[src/rtl/bba_pkg.sv]
// ----------------------------------------------------------------------------
// bba_pkg
// Shared widths, codes and types of the bitmap block allocator.
// ----------------------------------------------------------------------------
package bba_pkg;

   localparam int ADDR_W      = 48;
   localparam int BSIZE_W     = 21;
   localparam int ALIGN_W     = 5;
   localparam int BLK_W       = 11;
   localparam int SIZE_W      = 32;
   localparam int PROD_W      = BLK_W + SIZE_W;
   localparam int WORD_BITS   = 32;
   localparam int WORD_IDX_W  = 5;
   localparam int VISIT_W     = 7;
   localparam int CSR_IDX_W   = 3;
   localparam int STATUS_W    = 2;
   localparam int QDEPTH      = 2;

   localparam logic FUNC_ALLOC = 1'b0;
   localparam logic FUNC_FREE  = 1'b1;

   localparam logic [STATUS_W-1:0] ST_OK      = 2'd0;
   localparam logic [STATUS_W-1:0] ST_NOFREE  = 2'd1;
   localparam logic [STATUS_W-1:0] ST_RANGE   = 2'd2;
   localparam logic [STATUS_W-1:0] ST_ALREADY = 2'd3;

   localparam logic [CSR_IDX_W-1:0] CSR_BASE  = 3'd0;
   localparam logic [CSR_IDX_W-1:0] CSR_BSIZE = 3'd1;
   localparam logic [CSR_IDX_W-1:0] CSR_ALIGN = 3'd2;
   localparam logic [CSR_IDX_W-1:0] CSR_COUNT = 3'd3;

   // classified request as it waits between front and back
   typedef struct packed {
      logic              func;
      logic              below;
      logic [ADDR_W-1:0] diff;
   } req_item_type;

   // effective pool geometry
   typedef struct packed {
      logic [ADDR_W-1:0] base;
      logic [SIZE_W-1:0] size;
      logic [BLK_W-1:0]  count;
   } pool_cfg_type;

   // index of lowest set bit
   function automatic logic [WORD_IDX_W-1:0] ffs32(input logic [WORD_BITS-1:0] v);
      logic [WORD_IDX_W-1:0] r;
      r = '0;
      for (int i = WORD_BITS - 1; i >= 0; i--) begin
         if (v[i]) r = WORD_IDX_W'(i);
      end
      return r;
   endfunction

endpackage

[src/rtl/bba_ram.sv]
// ----------------------------------------------------------------------------
// bba_ram
// Generic single-write, single-read RAM with registered read data.
// ----------------------------------------------------------------------------
module bba_ram #(
   parameter int WIDTH = 32,
   parameter int DEPTH = 32
) (
   input  logic                                         clock,
   input  logic                                         we,
   input  logic [((DEPTH > 1) ? $clog2(DEPTH) : 1)-1:0] waddr,
   input  logic [WIDTH-1:0]                             wdata,
   input  logic [((DEPTH > 1) ? $clog2(DEPTH) : 1)-1:0] raddr,
   output logic [WIDTH-1:0]                             rdata
);

   logic [WIDTH-1:0] mem_ff [DEPTH];
   logic [WIDTH-1:0] rdata_ff;

   always_ff @(posedge clock) begin
      if (we) mem_ff[waddr] <= wdata;
      rdata_ff <= mem_ff[raddr];
   end

   assign rdata = rdata_ff;

endmodule

[src/rtl/bba_div.sv]
// ----------------------------------------------------------------------------
// bba_div
// Restoring divider, one quotient bit per cycle. The caller guarantees the
// quotient fits in BLK_W bits.
// ----------------------------------------------------------------------------
module bba_div
   import bba_pkg::*;
(
   input  logic              clock,
   input  logic              reset,
   input  logic              start,
   input  logic [PROD_W-1:0] dividend,
   input  logic [SIZE_W-1:0] divisor,
   output logic              done,
   output logic [BLK_W-1:0]  quot
);

   logic              busy_ff, busy_in;
   logic              done_ff, done_in;
   logic [3:0]        k_ff, k_in;
   logic [PROD_W-1:0] rem_ff, rem_in;
   logic [BLK_W-1:0]  q_ff, q_in;
   logic [PROD_W-1:0] trial;

   assign trial = PROD_W'(divisor) << k_ff;

   always_comb begin
      busy_in = busy_ff;
      done_in = 1'b0;
      k_in    = k_ff;
      rem_in  = rem_ff;
      q_in    = q_ff;
      if (start) begin
         busy_in = 1'b1;
         k_in    = 4'(BLK_W - 1);
         rem_in  = dividend;
         q_in    = '0;
      end else if (busy_ff) begin
         if (rem_ff >= trial) begin
            rem_in     = rem_ff - trial;
            q_in[k_ff] = 1'b1;
         end
         if (k_ff == 4'd0) begin
            busy_in = 1'b0;
            done_in = 1'b1;
         end else begin
            k_in = k_ff - 4'd1;
         end
      end
   end

   always_ff @(posedge clock) begin
      if (reset) begin
         busy_ff <= 1'b0;
         done_ff <= 1'b0;
      end else begin
         busy_ff <= busy_in;
         done_ff <= done_in;
      end
      k_ff   <= k_in;
      rem_ff <= rem_in;
      q_ff   <= q_in;
   end

   assign done = done_ff;
   assign quot = q_ff;

endmodule

[src/rtl/bba_front.sv]
// ----------------------------------------------------------------------------
// bba_front
// Accepts requests, classifies them against the base address and queues
// them for the execution side.
// ----------------------------------------------------------------------------
module bba_front
   import bba_pkg::*;
(
   input  logic              clock,
   input  logic              reset,
   input  logic              push,
   input  logic              func,
   input  logic [ADDR_W-1:0] address,
   input  logic [ADDR_W-1:0] base,
   output logic              q_full,
   output logic              q_valid,
   output req_item_type      q_item,
   input  logic              q_pop
);

   req_item_type     entry_ff [QDEPTH];
   logic             wptr_ff, wptr_in;
   logic             rptr_ff, rptr_in;
   logic [1:0]       cnt_ff, cnt_in;
   req_item_type     new_item;

   always_comb begin
      new_item.func  = func;
      new_item.below = (address < base);
      new_item.diff  = address - base;
   end

   always_comb begin
      wptr_in = wptr_ff;
      rptr_in = rptr_ff;
      cnt_in  = cnt_ff;
      if (push) wptr_in = ~wptr_ff;
      if (q_pop) rptr_in = ~rptr_ff;
      if (push && !q_pop) cnt_in = cnt_ff + 2'd1;
      else if (!push && q_pop) cnt_in = cnt_ff - 2'd1;
   end

   always_ff @(posedge clock) begin
      if (reset) begin
         wptr_ff <= 1'b0;
         rptr_ff <= 1'b0;
         cnt_ff  <= '0;
      end else begin
         wptr_ff <= wptr_in;
         rptr_ff <= rptr_in;
         cnt_ff  <= cnt_in;
      end
      if (push) entry_ff[wptr_ff] <= new_item;
   end

   assign q_full  = (cnt_ff == 2'(QDEPTH));
   assign q_valid = (cnt_ff != 2'd0);
   assign q_item  = entry_ff[rptr_ff];

endmodule

[src/rtl/bba_back.sv]
// ----------------------------------------------------------------------------
// bba_back
// Executes requests: next-fit map search a word per cycle, address
// multiply, range check and block-number division for frees, map clearing.
// ----------------------------------------------------------------------------
module bba_back
   import bba_pkg::*;
#(
   parameter int MAX_BLOCKS = 1024
) (
   input  logic                clock,
   input  logic                reset,
   input  logic                init,
   input  pool_cfg_type        cfg,
   input  logic                q_valid,
   input  req_item_type        q_item,
   output logic                q_pop,
   output logic                clearing,
   input  logic                rsp_pop,
   output logic                rsp_empty,
   output logic [STATUS_W-1:0] rsp_status,
   output logic [ADDR_W-1:0]   rsp_block_address,
   output logic [BLK_W-1:0]    rsp_free_count
);

   localparam int MAP_WORDS = (MAX_BLOCKS + WORD_BITS - 1) / WORD_BITS;
   localparam int AW        = (MAP_WORDS > 1) ? $clog2(MAP_WORDS) : 1;

   localparam logic [3:0] S_CLR  = 4'd0;
   localparam logic [3:0] S_IDLE = 4'd1;
   localparam logic [3:0] S_SCAN = 4'd2;
   localparam logic [3:0] S_AMUL = 4'd3;
   localparam logic [3:0] S_AADR = 4'd4;
   localparam logic [3:0] S_FMUL = 4'd5;
   localparam logic [3:0] S_FCMP = 4'd6;
   localparam logic [3:0] S_FDIV = 4'd7;
   localparam logic [3:0] S_FRD  = 4'd8;
   localparam logic [3:0] S_FCHK = 4'd9;
   localparam logic [3:0] S_DONE = 4'd10;

   logic [3:0]            state_ff, state_in;
   logic [AW-1:0]         clr_ff, clr_in;
   logic [AW-1:0]         cur_w_ff, cur_w_in;
   logic [VISIT_W-1:0]    visit_ff, visit_in;
   logic [WORD_IDX_W-1:0] slo_ff, slo_in;
   logic [BLK_W-1:0]      next_ff, next_in;
   logic [BLK_W-1:0]      free_ff, free_in;
   req_item_type          item_ff, item_in;
   logic [BLK_W-1:0]      hit_ff, hit_in;
   logic [PROD_W-1:0]     prod_ff, prod_in;
   logic [STATUS_W-1:0]   st_ff, st_in;
   logic [ADDR_W-1:0]     addr_ff, addr_in;
   logic                  rv_ff, rv_in;
   logic [STATUS_W-1:0]   rst_ff, rst_in;
   logic [ADDR_W-1:0]     raddr_ff, raddr_in;
   logic [BLK_W-1:0]      rfree_ff, rfree_in;

   logic                  ram_we;
   logic [AW-1:0]         ram_waddr, ram_raddr;
   logic [WORD_BITS-1:0]  ram_wdata, ram_rdata;
   logic                  div_start, div_done;
   logic [BLK_W-1:0]      div_quot;

   logic [VISIT_W-1:0]    nwords;
   logic [BLK_W-1:0]      start_idx, base_idx, rem_blk, hit_idx;
   logic [WORD_BITS-1:0]  cnt_mask, lo_mask, win_mask, avail;
   logic [WORD_IDX_W-1:0] ffs;
   logic [AW-1:0]         nxt_w, blk_w;
   logic [BLK_W-1:0]      mul_a;

   bba_ram #(.WIDTH(WORD_BITS), .DEPTH(MAP_WORDS)) u_map (
      .clock (clock),
      .we    (ram_we),
      .waddr (ram_waddr),
      .wdata (ram_wdata),
      .raddr (ram_raddr),
      .rdata (ram_rdata)
   );

   bba_div u_div (
      .clock    (clock),
      .reset    (reset),
      .start    (div_start),
      .dividend (PROD_W'(item_ff.diff)),
      .divisor  (cfg.size),
      .done     (div_done),
      .quot     (div_quot)
   );

   // search window: first visit of the start word takes bits at or above the
   // start, the wrap-around visit takes bits below it
   always_comb begin
      nwords    = VISIT_W'((12'(cfg.count) + 12'd31) >> WORD_IDX_W);
      start_idx = (next_ff >= cfg.count) ? '0 : next_ff;
      base_idx  = BLK_W'({cur_w_ff, {WORD_IDX_W{1'b0}}});
      rem_blk   = cfg.count - base_idx;
      cnt_mask  = (rem_blk >= BLK_W'(WORD_BITS)) ? '1
                : ((32'd1 << rem_blk[WORD_IDX_W-1:0]) - 32'd1);
      lo_mask   = (32'd1 << slo_ff) - 32'd1;
      if (visit_ff == '0) win_mask = ~lo_mask;
      else if (visit_ff == nwords) win_mask = lo_mask;
      else win_mask = '1;
      avail     = ~ram_rdata & cnt_mask & win_mask;
      ffs       = ffs32(avail);
      hit_idx   = BLK_W'({cur_w_ff, ffs});
      nxt_w     = (VISIT_W'(cur_w_ff) + VISIT_W'(1) == nwords) ? '0 : cur_w_ff + AW'(1);
      blk_w     = AW'(hit_ff[BLK_W-1:WORD_IDX_W]);
      mul_a     = (state_ff == S_AMUL) ? hit_ff : cfg.count;
   end

   always_comb begin
      state_in  = state_ff;
      clr_in    = clr_ff;
      cur_w_in  = cur_w_ff;
      visit_in  = visit_ff;
      slo_in    = slo_ff;
      next_in   = next_ff;
      free_in   = free_ff;
      item_in   = item_ff;
      hit_in    = hit_ff;
      prod_in   = prod_ff;
      st_in     = st_ff;
      addr_in   = addr_ff;
      rv_in     = (rv_ff && rsp_pop) ? 1'b0 : rv_ff;
      rst_in    = rst_ff;
      raddr_in  = raddr_ff;
      rfree_in  = rfree_ff;
      ram_we    = 1'b0;
      ram_waddr = cur_w_ff;
      ram_wdata = '0;
      ram_raddr = cur_w_ff;
      div_start = 1'b0;
      q_pop     = 1'b0;

      unique case (state_ff)
         S_CLR: begin
            ram_we    = 1'b1;
            ram_waddr = clr_ff;
            if (clr_ff == AW'(MAP_WORDS - 1)) begin
               state_in = S_IDLE;
               next_in  = '0;
               free_in  = cfg.count;
            end else begin
               clr_in = clr_ff + AW'(1);
            end
         end
         S_IDLE: begin
            if (q_valid) begin
               q_pop   = 1'b1;
               item_in = q_item;
               addr_in = '0;
               st_in   = ST_OK;
               if (q_item.func == FUNC_ALLOC) begin
                  if (cfg.count == '0) begin
                     st_in    = ST_NOFREE;
                     state_in = S_DONE;
                  end else begin
                     ram_raddr = AW'(start_idx[BLK_W-1:WORD_IDX_W]);
                     cur_w_in  = AW'(start_idx[BLK_W-1:WORD_IDX_W]);
                     slo_in    = start_idx[WORD_IDX_W-1:0];
                     visit_in  = '0;
                     state_in  = S_SCAN;
                  end
               end else if (q_item.below || cfg.count == '0) begin
                  st_in    = ST_RANGE;
                  state_in = S_DONE;
               end else begin
                  state_in = S_FMUL;
               end
            end
         end
         S_SCAN: begin
            if (avail != '0) begin
               ram_we    = 1'b1;
               ram_waddr = cur_w_ff;
               ram_wdata = ram_rdata | (32'd1 << ffs);
               hit_in    = hit_idx;
               next_in   = hit_idx + BLK_W'(1);
               if (free_ff != '0) free_in = free_ff - BLK_W'(1);
               state_in  = S_AMUL;
            end else if (visit_ff == nwords) begin
               st_in    = ST_NOFREE;
               state_in = S_DONE;
            end else begin
               // next word read goes out while this one is checked
               ram_raddr = nxt_w;
               cur_w_in  = nxt_w;
               visit_in  = visit_ff + VISIT_W'(1);
            end
         end
         S_AMUL: begin
            prod_in  = PROD_W'(mul_a) * PROD_W'(cfg.size);
            state_in = S_AADR;
         end
         S_AADR: begin
            addr_in  = cfg.base + ADDR_W'(prod_ff);
            state_in = S_DONE;
         end
         S_FMUL: begin
            prod_in  = PROD_W'(mul_a) * PROD_W'(cfg.size);
            state_in = S_FCMP;
         end
         S_FCMP: begin
            // offset at or past count * size is beyond the pool
            if (item_ff.diff >= ADDR_W'(prod_ff)) begin
               st_in    = ST_RANGE;
               state_in = S_DONE;
            end else begin
               div_start = 1'b1;
               state_in  = S_FDIV;
            end
         end
         S_FDIV: begin
            if (div_done) begin
               hit_in   = div_quot;
               state_in = S_FRD;
            end
         end
         S_FRD: begin
            ram_raddr = blk_w;
            state_in  = S_FCHK;
         end
         S_FCHK: begin
            if (!ram_rdata[hit_ff[WORD_IDX_W-1:0]]) begin
               st_in = ST_ALREADY;
            end else begin
               ram_we    = 1'b1;
               ram_waddr = blk_w;
               ram_wdata = ram_rdata & ~(32'd1 << hit_ff[WORD_IDX_W-1:0]);
               if (free_ff < cfg.count) free_in = free_ff + BLK_W'(1);
            end
            state_in = S_DONE;
         end
         S_DONE: begin
            if (!rv_ff || rsp_pop) begin
               rv_in    = 1'b1;
               rst_in   = st_ff;
               raddr_in = addr_ff;
               rfree_in = free_ff;
               state_in = S_IDLE;
            end
         end
         default: begin
            state_in = S_CLR;
            clr_in   = '0;
         end
      endcase

      if (init) begin
         state_in = S_CLR;
         clr_in   = '0;
      end
   end

   always_ff @(posedge clock) begin
      if (reset) begin
         state_ff <= S_CLR;
         clr_ff   <= '0;
         next_ff  <= '0;
         free_ff  <= '0;
         rv_ff    <= 1'b0;
      end else begin
         state_ff <= state_in;
         clr_ff   <= clr_in;
         next_ff  <= next_in;
         free_ff  <= free_in;
         rv_ff    <= rv_in;
      end
      cur_w_ff <= cur_w_in;
      visit_ff <= visit_in;
      slo_ff   <= slo_in;
      item_ff  <= item_in;
      hit_ff   <= hit_in;
      prod_ff  <= prod_in;
      st_ff    <= st_in;
      addr_ff  <= addr_in;
      rst_ff   <= rst_in;
      raddr_ff <= raddr_in;
      rfree_ff <= rfree_in;
   end

   assign clearing          = (state_ff == S_CLR);
   assign rsp_empty         = !rv_ff;
   assign rsp_status        = rst_ff;
   assign rsp_block_address = raddr_ff;
   assign rsp_free_count    = rfree_ff;

   a_addr_zero_on_fail: assert property (@(posedge clock) disable iff (reset)
      (rv_ff && rst_ff != ST_OK) |-> (raddr_ff == '0))
      else $error("nonzero block address on failed request");

   a_free_bound: assert property (@(posedge clock) disable iff (reset)
      (state_ff != S_CLR) |-> (free_ff <= cfg.count))
      else $error("free count above block count");

   a_init_clears: assert property (@(posedge clock) disable iff (reset)
      init |=> (state_ff == S_CLR))
      else $error("pool init did not start map clearing");

   a_pop_in_idle: assert property (@(posedge clock) disable iff (reset)
      q_pop |-> (state_ff == S_IDLE && q_valid))
      else $error("request taken outside idle");

endmodule

[src/rtl/bitmap_block_allocator_top.sv]
// ----------------------------------------------------------------------------
// bitmap_block_allocator_top
// Next-fit fixed-size block allocator over a one-bit-per-block usage map.
// ----------------------------------------------------------------------------
// Requests are handled one at a time by the execution side while up to two
// more wait in the request queue and one response waits in the output
// register. An allocate's map search reads one 32-bit map word per cycle
// from the map RAM, then a multiply and an add form the address. A free
// takes a multiply for the range limit, an 11-step restoring divider for
// the block number, and a read-modify-write of one map word. After reset and
// after every write to the base, size, alignment or count register the map
// RAM is cleared one word per cycle; req_full stays high while it clears.
// ----------------------------------------------------------------------------
module bitmap_block_allocator_top
   import bba_pkg::*;
#(
   parameter int MAX_BLOCKS = 1024
) (
   input  logic                 clock,
   input  logic                 reset,
   input  logic                 req_push,
   output logic                 req_full,
   input  logic                 req_func,
   input  logic [ADDR_W-1:0]    req_address,
   output logic                 rsp_empty,
   input  logic                 rsp_pop,
   output logic [STATUS_W-1:0]  rsp_status,
   output logic [ADDR_W-1:0]    rsp_block_address,
   output logic [BLK_W-1:0]     rsp_free_count,
   input  logic                 csr_valid,
   output logic                 csr_ready,
   input  logic [CSR_IDX_W-1:0] csr_index,
   input  logic [ADDR_W-1:0]    csr_wdata
);

   logic [ADDR_W-1:0]  base_ff;
   logic [BSIZE_W-1:0] bsize_ff;
   logic [ALIGN_W-1:0] align_ff;
   logic [BLK_W-1:0]   count_ff;
   logic [SIZE_W-1:0]  size_ff, size_in;
   logic [SIZE_W-1:0]  unit, rounded;
   logic [BLK_W-1:0]   eff_count;
   logic               csr_wr, init;
   logic               q_full, q_valid, q_pop, clearing;
   req_item_type       q_item;
   pool_cfg_type       cfg;

   assign csr_ready = 1'b1;
   assign csr_wr    = csr_valid && csr_ready;
   assign init      = csr_wr && (csr_index == CSR_BASE || csr_index == CSR_BSIZE ||
                                 csr_index == CSR_ALIGN || csr_index == CSR_COUNT);

   always_ff @(posedge clock) begin
      if (reset) begin
         base_ff  <= '0;
         bsize_ff <= BSIZE_W'(64);
         align_ff <= '0;
         count_ff <= BLK_W'(1024);
      end else if (csr_wr) begin
         case (csr_index)
            CSR_BASE:  base_ff  <= csr_wdata;
            CSR_BSIZE: bsize_ff <= csr_wdata[BSIZE_W-1:0];
            CSR_ALIGN: align_ff <= csr_wdata[ALIGN_W-1:0];
            CSR_COUNT: count_ff <= csr_wdata[BLK_W-1:0];
            default: ;
         endcase
      end
      size_ff <= size_in;
   end

   // size rounded up to the alignment; zero becomes one alignment unit
   always_comb begin
      unit      = 32'd1 << align_ff;
      rounded   = (SIZE_W'(bsize_ff) + unit - 32'd1) & ~(unit - 32'd1);
      size_in   = (rounded == '0) ? unit : rounded;
      eff_count = (32'(count_ff) > 32'(MAX_BLOCKS)) ? BLK_W'(MAX_BLOCKS) : count_ff;
      cfg.base  = base_ff;
      cfg.size  = size_ff;
      cfg.count = eff_count;
   end

   assign req_full = q_full || clearing || csr_valid;

   bba_front u_front (
      .clock   (clock),
      .reset   (reset),
      .push    (req_push && !req_full),
      .func    (req_func),
      .address (req_address),
      .base    (base_ff),
      .q_full  (q_full),
      .q_valid (q_valid),
      .q_item  (q_item),
      .q_pop   (q_pop)
   );

   bba_back #(.MAX_BLOCKS(MAX_BLOCKS)) u_back (
      .clock             (clock),
      .reset             (reset),
      .init              (init),
      .cfg               (cfg),
      .q_valid           (q_valid),
      .q_item            (q_item),
      .q_pop             (q_pop),
      .clearing          (clearing),
      .rsp_pop           (rsp_pop),
      .rsp_empty         (rsp_empty),
      .rsp_status        (rsp_status),
      .rsp_block_address (rsp_block_address),
      .rsp_free_count    (rsp_free_count)
   );

endmodule
[config.mk]
export PLATFORM = sky130hd
export DESIGN_NAME = bitmap_block_allocator_top
export DESIGN_NICKNAME = d
export VERILOG_FILES = /design/src/rtl/bba_pkg.sv /design/src/rtl/bba_ram.sv /design/src/rtl/bba_div.sv /design/src/rtl/bba_front.sv /design/src/rtl/bba_back.sv /design/src/rtl/bitmap_block_allocator_top.sv
export SDC_FILE = /design/constraint.sdc
export NUM_CORES = 2
export LEC_CHECK = 0
export ABC_AREA = 1
export BUFFER_PORTS_ARGS = -buffer_cell sky130_fd_sc_hd__buf_2
export CELL_PAD_IN_SITES_DETAIL_PLACEMENT = 0
export CELL_PAD_IN_SITES_GLOBAL_PLACEMENT = 2
export CORE_MARGIN = 2
export CORE_UTILIZATION = 35
export CTS_BUF_LIST = sky130_fd_sc_hd__clkbuf_2
export CTS_CLUSTER_SIZE = 40
export DETAILED_ROUTE_END_ITERATION = 8
export PLACE_DENSITY_LB_ADDON = 0.1
export SLEW_MARGIN = 20
export SYNTH_ARGS = -nofsm -noshare
export SYNTH_HDL_FRONTEND = slang
export SYNTH_SLANG_ARGS = --single-unit
[constraint.sdc]
create_clock -name clock -period 12.9 [get_ports clock]
set_clock_uncertainty 0.2 [all_clocks]
set_input_delay 1.29 -clock clock [delete_from_list [all_inputs] [get_ports clock]]
set_output_delay 1.29 -clock clock [all_outputs]
set_load 0.05 [all_outputs]
==> flow_summary.yaml <==
run_status:
  status: "finished, final reports clean"
sta:
  slew_headroom_pct: 20.47
  maxSlewViolCount: 0
  fin_crit_sh_pct: 75.93
  hold_violations: 0
  fin_tns_setup_ns: 0
  rsz0062_at_grt: "false"
  fmax_mhz: 102.1
  tightestPinTransition_ns: 1.181
  period_minus_slack_ns: 9.795
  setup_violations: 0
worst_setup_path:
  worst_path_largest_cell_delay_ns: 0.65
  startpoint: "u_back.state_ff[0]$_SDFFE_PP0P_"
  critPathKind: "reg -> reg"
  arrival_ns: 11.15
  critical_path_buf_inv_count: 11
  cp-start-kind: "register"
  critical_path.max_fanout: 27
  path_common_cell: "inv_1"
  slowest_stage: "clkinv_1"
  path_delay_family: "adder cells"
  r2r-start: "u_back.state_ff[0]$_SDFFE_PP0P_"
  worstSetupEndpointType: "register"
  crit_required_ns: 14.26
pwr:
  pwr-share-clk_pct: 32.2
  finalPower_mw: 11.39
  pwr-share-comb_pct: 16.6
  p_sw_mw: 3.582
  power.internal_mw: 7.811
  ir_drop_mv: 0.07644
  p_leak_nw: 35.79
  cellPowerDensity_mw_per_mm2: 116.8
  swShare_pct: 31.44
  power_frac_seq_pct: 51.2
cts:
  h-tree-depth: 5
  clkLatencyLatePin_ns: 2.01
  cts_inserted_buffers: 444
  clk_pin_slew_ns: 0.11
  root_buffer: "clkbuf_2"
  holdBufCountCts: 208
  cts_tree: "done"
  cts_buffer_depth: 4
  postCtsSetupBuffers: 0
  ctsResizeCount: 0
  cts.sinks: 1600
logic_synthesis:
  ys_seq_area_share_pct: 52.97
  ys.flop_type: "edfxtp_1"
  yosysUniqueCellTypes: 73
  yosys.area.top_type: "edfxtp_1"
  ys_ff_latch: 1600
  synth-edff-count: 1397
  synthesis.area_mm2: 0.08686
  synth.area.top_cells: "edfxtp_1, fa_1, ha_1, dfxtp_1, nand2_1"
  yosys_warnings: 0
  syn-num-nets: 9096
  synth_top_cell_area_share_pct: 48.29
  async_flop_share_pct: 0
  syn_avg_cell_area_um2: 10.41
  syn_inst: 8341
floorplanning:
  die_h_um: 502.2
  die_area_mm2: 0.2522
  start_util_pct: 35.25
  io_pins: 169
  die_w_um: 502.2
  coreArea_mm2: 0.2464
  rows: 182
finish:
  area_delta_synth_final_pct: 12.28
  drive_gt1_share_pct: 12.96
  fin_nets: 9659
global_routing:
  first_global_vias: 66090
  grt_usage_pct: 24.76
  met2_usage_pct: 42.85
  grt_pass1_wl_mm: 456.8
  grt_start_max_net_pins: 134
  met1_usage_pct: 31.25
  antenna_found_initial: 20
  top_usage_layer: "met2"
  met3_usage_pct: 3.323
  overflow: 0
route:
  wl_per_cell_um: 25.10
  drt_wl_total_mm: 315.1
  drtIter0Drc: 4564
  vias_per_cell: 5.190
  drt_first_pass_iters: 6
  antenna_left: 0
  route.detailed.drc: 0
  vias: 65180
worst_hold_path:
  min_from: "u_back.addr_ff[11]$_SDFFCE_PN0P_"
  hold_class: "reg -> reg"
place:
  dp_hpwl_mm: 214.1
  numPortBuffers: 167
  gp_congestion: 0.9247
job:
  maxCapViolations: 0
-- synth_stat cells (all sizes together), types with 8 or more instances --
cell type / instances
and3: 32
a211oi: 18
o211ai: 92
o32ai: 97
or2: 23
edfxtp: 1397
xor2: 128
buf: 116
a31oi: 24
fa: 275
nand4: 105
nor3: 50
xnor2: 58
o22ai: 58
clkbuf: 273
o31ai: 16
o2111ai: 23
mux2: 48
nor4: 12
a32o: 21
o21bai: 10
nand3: 220
a22oi: 8
clkinv: 13
o21ai: 780
nor2: 1031
o41ai: 13
mux2i: 191
ha: 375
inv: 874
a21oi: 467
o21a: 20
nand2: 1084
dfxtp: 203
o221ai: 140
-- layout by cell type, fill, tap and decap left out, types with 90 or more instances in the layout --
| cell | n |
|---|---|
| inv_1 | 833 |
| mux2i_1 | 191 |
| nand2_1 | 1076 |
| xor2_1 | 128 |
| edfxtp_1 | 1397 |
| o21ai_0 | 647 |
| buf_2 | 167 |
| fa_1 | 275 |
| a21oi_1 | 465 |
| ha_1 | 375 |
| dfxtp_1 | 201 |
| nor2_1 | 1014 |
| clkbuf_2 | 663 |
| o211ai_1 | 90 |
| nand4_1 | 105 |
| o21ai_1 | 123 |
| buf_4 | 124 |
| o221ai_1 | 136 |
| nand3_1 | 212 |
| o32ai_1 | 97 |
| dlygate4sd3_1 | 208 |
-- area by class of cell --
type | count | area, um2
clock buffer | 663 | 3318
sequential | 1600 | 46020
timing repair buffer | 506 | 3975
clock inverter | 113 | 596.8
antenna | 11 | 27.53
tap | 3312 | 4144
multi-input combinational | 5465 | 36090
inverter | 887 | 3367
fill | 24830 | 148900
-- logic make-up (layout without fill, tap and decap cells) --
| family | Yosys count | after routing | synth area share, % |
|---|---|---|---|
| adder cells (fa/ha/maj) | 650 | 650 | 11.74 |
| AO/OA/AOI/OAI | 1820 | 1820 | 12.60 |
| other | 1 | 12 | 0.004317 |
| XOR/XNOR | 186 | 186 | 1.875 |
| AND/OR/NAND/NOR | 2569 | 2569 | 12.17 |
| multiplexers | 239 | 239 | 2.823 |
| buffers and inverters | 1276 | 2169 | 5.809 |
| flip-flops | 1600 | 1600 | 52.97 |
-- worst reg2reg max path, delay by kind of cell, from the launching register on --
kind	cells	cell delay (ns)
adder cells (fa/ha/maj)	6	2.85
AO/OA/AOI/OAI	14	2.51
AND/OR/NAND/NOR	7	1.63
buffers and inverters	11	1.61
flip-flops	1	0.50
XOR/XNOR	1	0.15
-- per-stage QoR --
stage	cells	hold WS (ns)	worst slack, ns	utilization, %	cell area (um2)
after floorplan	8341	0.2003	4.575	-	86860
after global placement	11560	0.2029	3.009	37.11	91430
after detailed placement	11560	0.2045	3.047	37.12	91470
after CTS	12550	0.01669	2.976	39.56	97470
after global routing	12560	0.09791	2.210	39.58	97530
final	12560	0.1165	3.105	39.58	97530
-- metal layers --
metal,share of wire [%],up-vias,wire [um]
met1,43,32310,134500
met2,49,1608,155500
met4,3.9,8,12420
met3,4.0,495,12640
li1,-,30760,-
met5,0.020,-,63
-- state kept, by name (all words and copies together) (netlist names), 4 cells and up, named ones only --
signal and count:
u_back.u_div.quot 11, u_back.next_ff 11, base_ff 48, u_back.free_ff 11
u_back.u_map.mem_ff 1024, u_back.clr_ff 5, count_ff 11, u_back.state_ff 4
size_ff 32, u_back.rsp_block_address 48, u_back.visit_ff 7, u_back.prod_ff 43
u_back.u_map.rdata 32, align_ff 5, u_back.item_ff 48, u_back.hit_ff 11
u_back.u_div.k_ff 4, u_front.entry_ff 100, u_back.u_div.rem_ff 43, u_back.cur_w_ff 5
u_back.addr_ff 48, u_back.slo_ff 5, u_back.rsp_free_count 11, bsize_ff 21
-- power groups by stage --
stage	clock (mW)	combinational, mW	sequential (mW)
after floorplan	0	1.25	5.82
after global placement	0	1.83	5.95
after detailed placement	0	1.84	5.95
after CTS	3.84	1.90	5.84
after global routing	4.08	2.12	5.84
final	3.67	1.89	5.83
-- final timing paths --
check	cells after the start	slack, ns	end
worst min register to register	0	0.12	u_back.rsp_block_address[11]$_DFFE_PP_
worst min-delay path	0	0.12	u_back.rsp_block_address[11]$_DFFE_PP_
worst max register to register	39	3.11	u_back.prod_ff[42]$_DFFE_PP_
worst max-delay path	39	3.11	u_back.prod_ff[42]$_DFFE_PP_
(Power assumes the default switching activity.)
